## src/rtl/core/lbleq_pkg.sv

```systemverilog
// ----------------------------------------------------------------------------
// lbleq_pkg
// Shared constants for the label equivalence table: operation codes, status
// codes, item field widths and the default table size.
// ----------------------------------------------------------------------------
package lbleq_pkg;

    // Default number of label entries
    localparam int NUM_LABELS_DEF = 256;

    // Item field widths
    localparam int FUNC_W   = 2;
    localparam int LABEL_W  = 8;
    localparam int CLASS_W  = 8;
    localparam int STATUS_W = 2;
    localparam int COUNT_W  = 9;

    // Operation codes
    localparam logic [FUNC_W-1:0] FN_ADD   = 2'd0;
    localparam logic [FUNC_W-1:0] FN_MERGE = 2'd1;
    localparam logic [FUNC_W-1:0] FN_WHICH = 2'd2;
    localparam logic [FUNC_W-1:0] FN_HAS   = 2'd3;

    // Status codes
    localparam logic [STATUS_W-1:0] STAT_OK        = 2'd0;
    localparam logic [STATUS_W-1:0] STAT_NO_LABEL  = 2'd1;
    localparam logic [STATUS_W-1:0] STAT_BAD_INDEX = 2'd2;

endpackage

```

## src/rtl/core/lbleq_ram.sv

```systemverilog
// ----------------------------------------------------------------------------
// lbleq_ram
// Generic single-write, single-read RAM with registered read data.
// ----------------------------------------------------------------------------
module lbleq_ram #(
    parameter int WIDTH = 9,
    parameter int DEPTH = 256
) (
    input  logic                     i_clk,
    input  logic                     i_we,
    input  logic [$clog2(DEPTH)-1:0] i_waddr,
    input  logic [WIDTH-1:0]         i_wdata,
    input  logic [$clog2(DEPTH)-1:0] i_raddr,
    output logic [WIDTH-1:0]         o_rdata
);

    logic [WIDTH-1:0] r_mem [DEPTH];
    logic [WIDTH-1:0] r_rdata;

    // Write port
    always_ff @(posedge i_clk) begin
        if (i_we) begin
            r_mem[i_waddr] <= i_wdata;
        end
    end

    // Registered read port
    always_ff @(posedge i_clk) begin
        r_rdata <= r_mem[i_raddr];
    end

    assign o_rdata = r_rdata;

endmodule

```

## src/rtl/core/label_equivalence_table.sv

```systemverilog
// ----------------------------------------------------------------------------
// label_equivalence_table
// Partition of labels into numbered classes with add, merge, which-class and
// has-label-in-class operations.
// ----------------------------------------------------------------------------
// One item is taken at a time. Add, which-class and has read one RAM entry
// (state S_RDA) and give their result through the output register. Merge of
// two distinct labels reads both (S_RDA, S_RDB) and gives its result after
// S_RDB when no sweep is needed. When both are present and their classes
// differ it sweeps the whole label RAM once, one entry per cycle through a
// read-modify-write pipeline (S_SCAN), with DEPTH = min(NUM_LABELS, 256)
// since labels are 8 bits wide. After reset the block runs a clearing pass
// over every entry of the label RAM before it raises s_axis_tready. Labels at
// or above DEPTH are never present. The result waits in an output register,
// so the block takes the next item in the same cycle as the last result is taken.
// ----------------------------------------------------------------------------
module label_equivalence_table #(
    parameter int NUM_LABELS = lbleq_pkg::NUM_LABELS_DEF
) (
    input  logic                           i_clk,
    input  logic                           i_rst_n,
    // Input items
    input  logic                           s_axis_tvalid,
    output logic                           s_axis_tready,
    input  logic [23:0]                    s_axis_tdata,  // value_a, value_b, class_index
    input  logic [lbleq_pkg::FUNC_W-1:0]   s_axis_tuser,  // func
    // Result items
    output logic                           m_axis_tvalid,
    input  logic                           m_axis_tready,
    output logic [23:0]                    m_axis_tdata   // class_found, found, status,
                                                          // class_count, zero pad
);
    import lbleq_pkg::*;

    // Table geometry
    localparam int DEPTH  = (NUM_LABELS < 256) ? NUM_LABELS : 256;
    localparam int AW     = $clog2(DEPTH);
    localparam int CW     = $clog2(DEPTH);
    localparam int NW     = $clog2(DEPTH + 1);
    localparam int EW     = CW + 1;
    localparam logic [LABEL_W:0] DEPTH_V = (LABEL_W + 1)'(DEPTH);
    localparam logic [AW-1:0]    LAST    = AW'(DEPTH - 1);

    // Sequencer states
    localparam logic [2:0] S_CLEAR = 3'd0;
    localparam logic [2:0] S_IDLE  = 3'd1;
    localparam logic [2:0] S_RDA   = 3'd2;
    localparam logic [2:0] S_RDB   = 3'd3;
    localparam logic [2:0] S_SCAN  = 3'd4;

    logic [2:0]    r_state, n_state;
    logic [AW-1:0] r_addr, n_addr;
    logic [NW-1:0] r_num, n_num;
    logic [EW-1:0] r_ent_a, n_ent_a;
    logic [CW-1:0] r_lo, n_lo;
    logic [CW-1:0] r_hi, n_hi;

    // Latched item
    logic [FUNC_W-1:0]  r_func;
    logic [LABEL_W-1:0] r_va, r_vb, r_ci;
    logic               r_a_ok, r_b_ok;

    // Output register
    logic                r_ovalid;
    logic [CLASS_W-1:0]  r_ocls;
    logic                r_ofound;
    logic [STATUS_W-1:0] r_ostat;
    logic [COUNT_W-1:0]  r_ocount;

    // Result of the finishing cycle
    logic                done;
    logic [CLASS_W-1:0]  d_cls;
    logic                d_found;
    logic [STATUS_W-1:0] d_stat;

    // RAM port
    logic          ram_we;
    logic [AW-1:0] ram_waddr, ram_raddr;
    logic [EW-1:0] ram_wdata, ram_rdata;

    logic               accept;
    logic [LABEL_W-1:0] in_va, in_vb, in_ci;
    logic               rd_valid;
    logic [CW-1:0]      rd_cls;
    logic               a_present, b_present;

    assign in_va = s_axis_tdata[7:0];
    assign in_vb = s_axis_tdata[15:8];
    assign in_ci = s_axis_tdata[23:16];

    assign s_axis_tready = (r_state == S_IDLE) && (!r_ovalid || m_axis_tready);
    assign accept        = s_axis_tvalid && s_axis_tready;

    assign rd_valid  = ram_rdata[CW];
    assign rd_cls    = ram_rdata[CW-1:0];
    assign a_present = r_a_ok && r_ent_a[CW];
    assign b_present = r_b_ok && rd_valid;

    lbleq_ram #(
        .WIDTH (EW),
        .DEPTH (DEPTH)
    ) u_ram (
        .i_clk   (i_clk),
        .i_we    (ram_we),
        .i_waddr (ram_waddr),
        .i_wdata (ram_wdata),
        .i_raddr (ram_raddr),
        .o_rdata (ram_rdata)
    );

    // Sequencer and RAM control
    always_comb begin
        n_state   = r_state;
        n_addr    = r_addr;
        n_num     = r_num;
        n_ent_a   = r_ent_a;
        n_lo      = r_lo;
        n_hi      = r_hi;
        done      = 1'b0;
        d_cls     = '0;
        d_found   = 1'b0;
        d_stat    = STAT_OK;
        ram_we    = 1'b0;
        ram_waddr = r_addr;
        ram_wdata = '0;
        ram_raddr = '0;

        case (r_state)
            S_CLEAR: begin
                ram_we = 1'b1;
                n_addr = r_addr + 1'b1;
                if (r_addr == LAST) begin
                    n_addr  = '0;
                    n_state = S_IDLE;
                end
            end

            S_IDLE: begin
                ram_raddr = in_va[AW-1:0];
                if (accept) begin
                    n_state = S_RDA;
                end
            end

            // Entry of value_a is on the read port
            S_RDA: begin
                ram_raddr = r_vb[AW-1:0];
                n_ent_a   = ram_rdata;
                n_state   = S_IDLE;
                done      = 1'b1;
                case (r_func)
                    FN_ADD: begin
                        if (r_a_ok && !rd_valid) begin
                            ram_we    = 1'b1;
                            ram_waddr = r_va[AW-1:0];
                            ram_wdata = {1'b1, CW'(r_num)};
                            n_num     = r_num + 1'b1;
                        end
                    end
                    FN_MERGE: begin
                        if (r_va != r_vb) begin
                            done    = 1'b0;
                            n_state = S_RDB;
                        end
                    end
                    FN_WHICH: begin
                        if (r_a_ok && rd_valid) begin
                            d_found = 1'b1;
                            d_cls   = CLASS_W'(rd_cls);
                        end
                    end
                    default: begin
                        if ((LABEL_W + 1)'(r_ci) >= (LABEL_W + 1)'(r_num)) begin
                            d_stat = STAT_BAD_INDEX;
                        end else if (r_a_ok && rd_valid &&
                                     (CLASS_W'(rd_cls) == r_ci)) begin
                            d_found = 1'b1;
                        end
                    end
                endcase
            end

            // Entry of value_b is on the read port
            S_RDB: begin
                ram_raddr = '0;
                if (!a_present || !b_present) begin
                    d_stat  = STAT_NO_LABEL;
                    done    = 1'b1;
                    n_state = S_IDLE;
                end else if (r_ent_a[CW-1:0] == rd_cls) begin
                    done    = 1'b1;
                    n_state = S_IDLE;
                end else begin
                    n_lo    = (r_ent_a[CW-1:0] < rd_cls) ? r_ent_a[CW-1:0] : rd_cls;
                    n_hi    = (r_ent_a[CW-1:0] < rd_cls) ? rd_cls : r_ent_a[CW-1:0];
                    n_addr  = '0;
                    n_state = S_SCAN;
                end
            end

            // Entry r_addr on the read port, rewrite it, read the next one
            S_SCAN: begin
                ram_raddr = r_addr + 1'b1;
                ram_waddr = r_addr;
                if (rd_valid && (rd_cls >= r_hi)) begin
                    ram_we    = 1'b1;
                    ram_wdata = {1'b1, (rd_cls == r_hi) ? r_lo : (rd_cls - 1'b1)};
                end
                n_addr = r_addr + 1'b1;
                if (r_addr == LAST) begin
                    n_addr  = '0;
                    n_num   = r_num - 1'b1;
                    done    = 1'b1;
                    n_state = S_IDLE;
                end
            end

            default: begin
                n_state = S_IDLE;
            end
        endcase
    end

    // Control registers
    always_ff @(posedge i_clk) begin
        if (!i_rst_n) begin
            r_state <= S_CLEAR;
            r_addr  <= '0;
            r_num   <= '0;
        end else begin
            r_state <= n_state;
            r_addr  <= n_addr;
            r_num   <= n_num;
        end
    end

    // Working payload
    always_ff @(posedge i_clk) begin
        r_ent_a <= n_ent_a;
        r_lo    <= n_lo;
        r_hi    <= n_hi;
        if (accept) begin
            r_func <= s_axis_tuser;
            r_va   <= in_va;
            r_vb   <= in_vb;
            r_ci   <= in_ci;
            r_a_ok <= ((LABEL_W + 1)'(in_va) < DEPTH_V);
            r_b_ok <= ((LABEL_W + 1)'(in_vb) < DEPTH_V);
        end
    end

    // Output register
    always_ff @(posedge i_clk) begin
        if (!i_rst_n) begin
            r_ovalid <= 1'b0;
        end else if (done) begin
            r_ovalid <= 1'b1;
        end else if (m_axis_tready) begin
            r_ovalid <= 1'b0;
        end
    end

    always_ff @(posedge i_clk) begin
        if (done) begin
            r_ocls   <= d_cls;
            r_ofound <= d_found;
            r_ostat  <= d_stat;
            r_ocount <= COUNT_W'(n_num);
        end
    end

    assign m_axis_tvalid = r_ovalid;
    assign m_axis_tdata  = {4'b0000, r_ocount, r_ostat, r_ofound, r_ocls};

`ifndef SYNTHESIS
    // One item at a time: no new item right after one is taken
    a_one_item: assert property (@(posedge i_clk) disable iff (!i_rst_n)
        (s_axis_tvalid && s_axis_tready) |=> !s_axis_tready)
        else $error("item taken while previous one in progress");

    // Class count never exceeds the number of table entries
    a_count_range: assert property (@(posedge i_clk) disable iff (!i_rst_n)
        (NW + 1)'(r_num) <= (NW + 1)'(DEPTH))
        else $error("class count out of range");

    // A found result always carries ok status
    a_found_ok: assert property (@(posedge i_clk) disable iff (!i_rst_n)
        (m_axis_tvalid && m_axis_tdata[8]) |-> (m_axis_tdata[10:9] == STAT_OK))
        else $error("found with error status");

    // The end of a merge sweep is followed by a result
    a_scan_done: assert property (@(posedge i_clk) disable iff (!i_rst_n)
        (r_state == S_SCAN && r_addr == LAST) |=> (r_state == S_IDLE && m_axis_tvalid))
        else $error("merge sweep did not produce a result");
`endif

endmodule
```

## config.mk

```make
export PLATFORM = sky130hd
export DESIGN_NAME = label_equivalence_table
export DESIGN_NICKNAME = d
export VERILOG_FILES = /design/src/rtl/core/lbleq_pkg.sv /design/src/rtl/core/lbleq_ram.sv /design/src/rtl/core/label_equivalence_table.sv
export SDC_FILE = /design/constraint.sdc
export NUM_CORES = 2
export LEC_CHECK = 0
export BUFFER_PORTS_ARGS = -buffer_cell sky130_fd_sc_hd__buf_2
export CAP_MARGIN = 20
export CELL_PAD_IN_SITES_DETAIL_PLACEMENT = 0
export CELL_PAD_IN_SITES_GLOBAL_PLACEMENT = 1
export CORE_MARGIN = 5
export CORE_UTILIZATION = 45
export DETAILED_ROUTE_END_ITERATION = 16
export HOLD_SLACK_MARGIN = 0.05
export PLACE_DENSITY = 0.65
export SLEW_MARGIN = 20
export SYNTH_ARGS = -nofsm -noshare
export SYNTH_HDL_FRONTEND = slang
export SYNTH_HIERARCHICAL = 1
export SYNTH_SLANG_ARGS = --single-unit
```

## constraint.sdc

```tcl
create_clock -name i_clk -period 8.1 [get_ports i_clk]
set_input_delay 0.81 -clock i_clk [delete_from_list [all_inputs] [get_ports i_clk]]
set_output_delay 0.81 -clock i_clk [all_outputs]
set_load 0.01 [all_outputs]
```

==> flow_summary_export.csv <==
group,metric,value,unit
synthesis,async_reset_ff_share,0,%
setup_path,crit_chain,"inv_1 -> ha_1 -> nand2b_1 -> a31oi_1 -> o311a_1 -> nor3_2 -> buf_4 -> or3_1 -> nand4_1 -> buf_4 -> nor2_1",
placement,dp_worst_setup_slack,2453,ps
setup_path,slowest_stage,"nand4_1",
synthesis,yosysSeqAreaShare,76.22,%
floorplanning,boundaryPins,56,
floorplanning,num_rows,168,
grt,grt_max_degree,196,
placement,dp_hpwl,145.2,mm
timing,period_minus_slack,5734,ps
synthesis,synth_edf_count,2375,
hold_path,min_path_type,"in -> reg",
clock_tree,root_buffer,"clkbuf_16",
clock_tree,cts.sinks,2405,
synthesis,syn-cell-area,0.09435,mm2
setup_path,path_class,"reg -> reg",
cells_and_area,num-nets-final,4895,
timing,setup_slack,2366,ps
setup_path,arrival,6240,ps
synthesis,synth_ff_type,"edfxtp_1",
timing,finalSetupTns,0,ps
cells_and_area,drive_gt1_share,21.26,%
floorplanning,die_h,467.9,um
clock_tree,cts_buffers,235,
setup_path,crit_required,8600,ps
setup_path,critPathLaunch,"u_ram/o_rdata[0]$_DFF_P_",
synthesis,avgSynthCellArea,20.10,um2
clock_tree,cts_tree,"done",
synthesis,ys_ff_latch,2405,
synthesis,synth.distinct_cells,76,
pwr,power.density,228.9,mW/mm2
setup_path,worst_path_most_repeated_cell,"buf_4",
cells_and_area,multi_input_area,0.02093,mm2
grt,antenna_found_initial,12,
drt,ant_nets,0,
placement,placed_cell_area,0.09792,mm2
synthesis,synthCells,4695,
pwr,vdd.ir_drop.worst,209.3,uV
timing,final_max_slew_viol_count,0,
setup_path,path_buf_inv,3,
drt,avgViaCountPerCell,6.031,
grt,grtUsageTotal,22.09,%
timing,rsz0062_at_grt,"false",
timing,hold_slack,144.1,ps
cells_and_area,syn_to_final_growth,11.80,%
cells_and_area,design_area,0.1055,mm2
drt,dr.pass1.iters,6,
clock_tree,clk_latency,890,ps
timing,fin_crit_sh,70.79,%
drt,num_vias,47339,
drt,drt-wirelength-per-cell,30.87,um
run,cap_viol_max_count,0,
timing,max-slew-margin-rel,21.22,%
setup_path,r2r_start,"u_ram/o_rdata[0]$_DFF_P_",
timing,fmax,174.4,MHz
timing,hold_violations,0,
setup_path,end_kind,"register",
status,outcome,"completed",
drt,drcViolationCount,0,
hold_path,hold_start,"s_axis_tdata[2]",
drt,initialDrtViolationCount,5227,
timing,skew,71.67,ps
floorplanning,coreArea,0.2092,mm2
clock_tree,clkSlewWorstSetupHoldPaths,70,ps
grt,overflow,0,
grt,use_met1,32.24,%
drt,drt-total-wl,242.3,mm
floorplanning,die_width,467.9,um
pwr,p_leak,26.70,nW
grt,grt_pass1_vias,47336,
clock_tree,post_cts_buffers,0,
setup_path,max_stage_delay,1070,ps
floorplanning,dieArea,0.2189,mm2
grt,grt_pass1_wl,348.9,mm
setup_path,crit_fanout,19,
grt,use_met2,34.64,%
floorplanning,start_util,45.11,%
cells_and_area,fillCellCount,16560,
setup_path,cp_top_family,"simple AND/OR/NAND/NOR gates",
clock_tree,cts-htree-levels,4,
synthesis,yosys_warnings,6,
clock_tree,cts_buffer_depth,3,
setup_path,critPathLaunchType,"register",
timing,tightest_slew,1182,ps
grt,met3_usage,3.468,%
cells_and_area,seq_area,0.07192,mm2
placement,place.port_buffers,51,
timing,setup_viol,0,
grt,busiest_layer,"met2",
placement,gp_congestion,0.8320,
==> placed cells by master (no fill, tap or decap), types with 10 or more instances in the layout <==
cell / synthesis / layout
clkinv_1: 1 / 63
buf_2: 55 / 52
xor2_1: 19 / 19
buf_4: 36 / 89
mux4_2: 467 / 467
nor2b_1: 33 / 29
edfxtp_1: 2375 / 2375
a22oi_1: 180 / 180
a221oi_1: 11 / 11
a211oi_1: 28 / 24
nor2_1: 326 / 316
dlygate4sd3_1: 0 / 18
nor3_1: 34 / 34
nand2b_1: 12 / 12
xnor2_1: 15 / 15
a21oi_1: 110 / 110
nand3_1: 45 / 36
nor4_1: 43 / 36
and2_1: 12 / 10
clkbuf_16: 0 / 237
o221ai_1: 36 / 36
ha_1: 29 / 29
bufinv_16: 0 / 13
buf_12: 5 / 22
nand2_1: 66 / 66
mux2i_1: 179 / 179
nand4_1: 19 / 19
inv_1: 37 / 37
mux2_2: 43 / 43
a31oi_1: 14 / 14
clkinv_2: 0 / 52
dfxtp_1: 30 / 30
o22ai_1: 67 / 67
clkbuf_1: 132 / 50
o21ai_0: 52 / 43
==> area by class of cell <==
type | count | area share, %
clock inverter | 152 | 1.172
tap | 2805 | 3.327
sequential | 2405 | 68.17
multi-input combinational | 1972 | 19.84
clock buffer | 287 | 5.800
timing repair buffer | 184 | 1.535
antenna | 6 | 0.01423
inverter | 38 | 0.1352
==> Yosys cell counts, drive strengths merged (11+ instances only) <==
cell    count  share of area (%)
inv        37               0.15
nor3       37               0.22
mux4      476                 11
mux2       44               0.53
edfxtp   2375                 76
buf       151                1.3
o22ai      67               0.44
clkbuf    132               0.53
nand2b     12              0.080
nand3      45               0.24
dfxtp      30               0.64
a211oi     28               0.22
nor2      326                1.3
a31oi      14              0.093
nand2      66               0.26
a22oi     181                1.4
xnor2      16               0.16
nand4      19               0.13
a21oi     110               0.58
nor2b      33               0.22
ha         29               0.38
o21ai      59               0.31
xor2       19               0.18
a221oi     11               0.10
a22o       15               0.14
mux2i     179                1.9
and2       12              0.080
o221ai     37               0.35
nor4       44               0.30
==> sequential cells by signal (all words and copies together) (netlist names) <==
name / count
m_axis_tvalid: 1
r_addr: 8
r_ci: 8
r_ent_a: 9
r_func: 2
r_hi: 8
r_lo: 8
r_num: 9
r_ocls: 8
r_ocount: 9
r_ofound: 1
r_ostat: 2
r_state: 3
r_va: 8
r_vb: 8
u_ram/o_rdata: 9
u_ram/r_mem: 2304
==> repair_timing <==
item,CTS,global route
gates resized for setup,0,0
endpoints found under the hold margin,18,0
hold buffers,18,0
==> cells by family (layout without fill, tap and decap cells) <==
family                     Yosys count  count (layout)  share of synthesized area, %
DFF                               2405            2405                         76.22
muxes                              699             699                         13.82
and+or+nand+nor                    636             636                         3.160
AOI/OAI and AO/OA                  569             569                         4.121
buffers and inverters              321             661                         1.953
xor gates and xnor gates            35              35                        0.3329
adders and majority gates           29              29                        0.3846
other                                1              10                      0.003974
==> worst paths after layout <==
| path | end | slack [ps] | depth (start not counted) |
|---|---|---|---|
| setup / recovery | u_ram/r_mem[94][3]$_DFFE_PP_ | 2370 | 11 |
| hold / removal | r_va[2]$_DFFE_PP_ | 140 | 1 |
| setup reg to reg | u_ram/r_mem[94][3]$_DFFE_PP_ | 2370 | 11 |
| hold reg to reg | r_addr[1]$_SDFFE_PN0P_ | 530 | 2 |
==> metal layers <==
layer | vias to the layer above | share of wire, %
li1 | 19782 | -
met1 | 25364 | 43
met2 | 1858 | 47
met3 | 335 | 7.0
met4 | 0 | 3.1
met5 | - | 0
==> through the flow <==
step                instances  total power, mW  utilization (%)
floorplan                4698            13.86                -
global placement         7379            13.97            46.75
detailed placement       7385            13.97            46.82
CTS                      7842            24.38            50.42
global route             7844            24.90            50.43
finish                   7849            24.15            50.44
==> worst register-to-register path, stage by stage (launching register included) <==
cell and delay, ps:
dfxtp_1 760, inv_1 260, ha_1 360, nand2b_1 110, a31oi_1 80, o311a_1 400
nor3_2 120, buf_4 230, or3_1 680, nand4_1 1080, buf_4 580, nor2_1 690
==> where the power goes <==
group / switching [mW] / internal (mW)
sequential: 0.0238 / 13.5
clock: 4.65 / 5.78
combinational: 0.138 / 0.0636
total: 4.81 / 19.3
(Power assumes the default switching activity.)
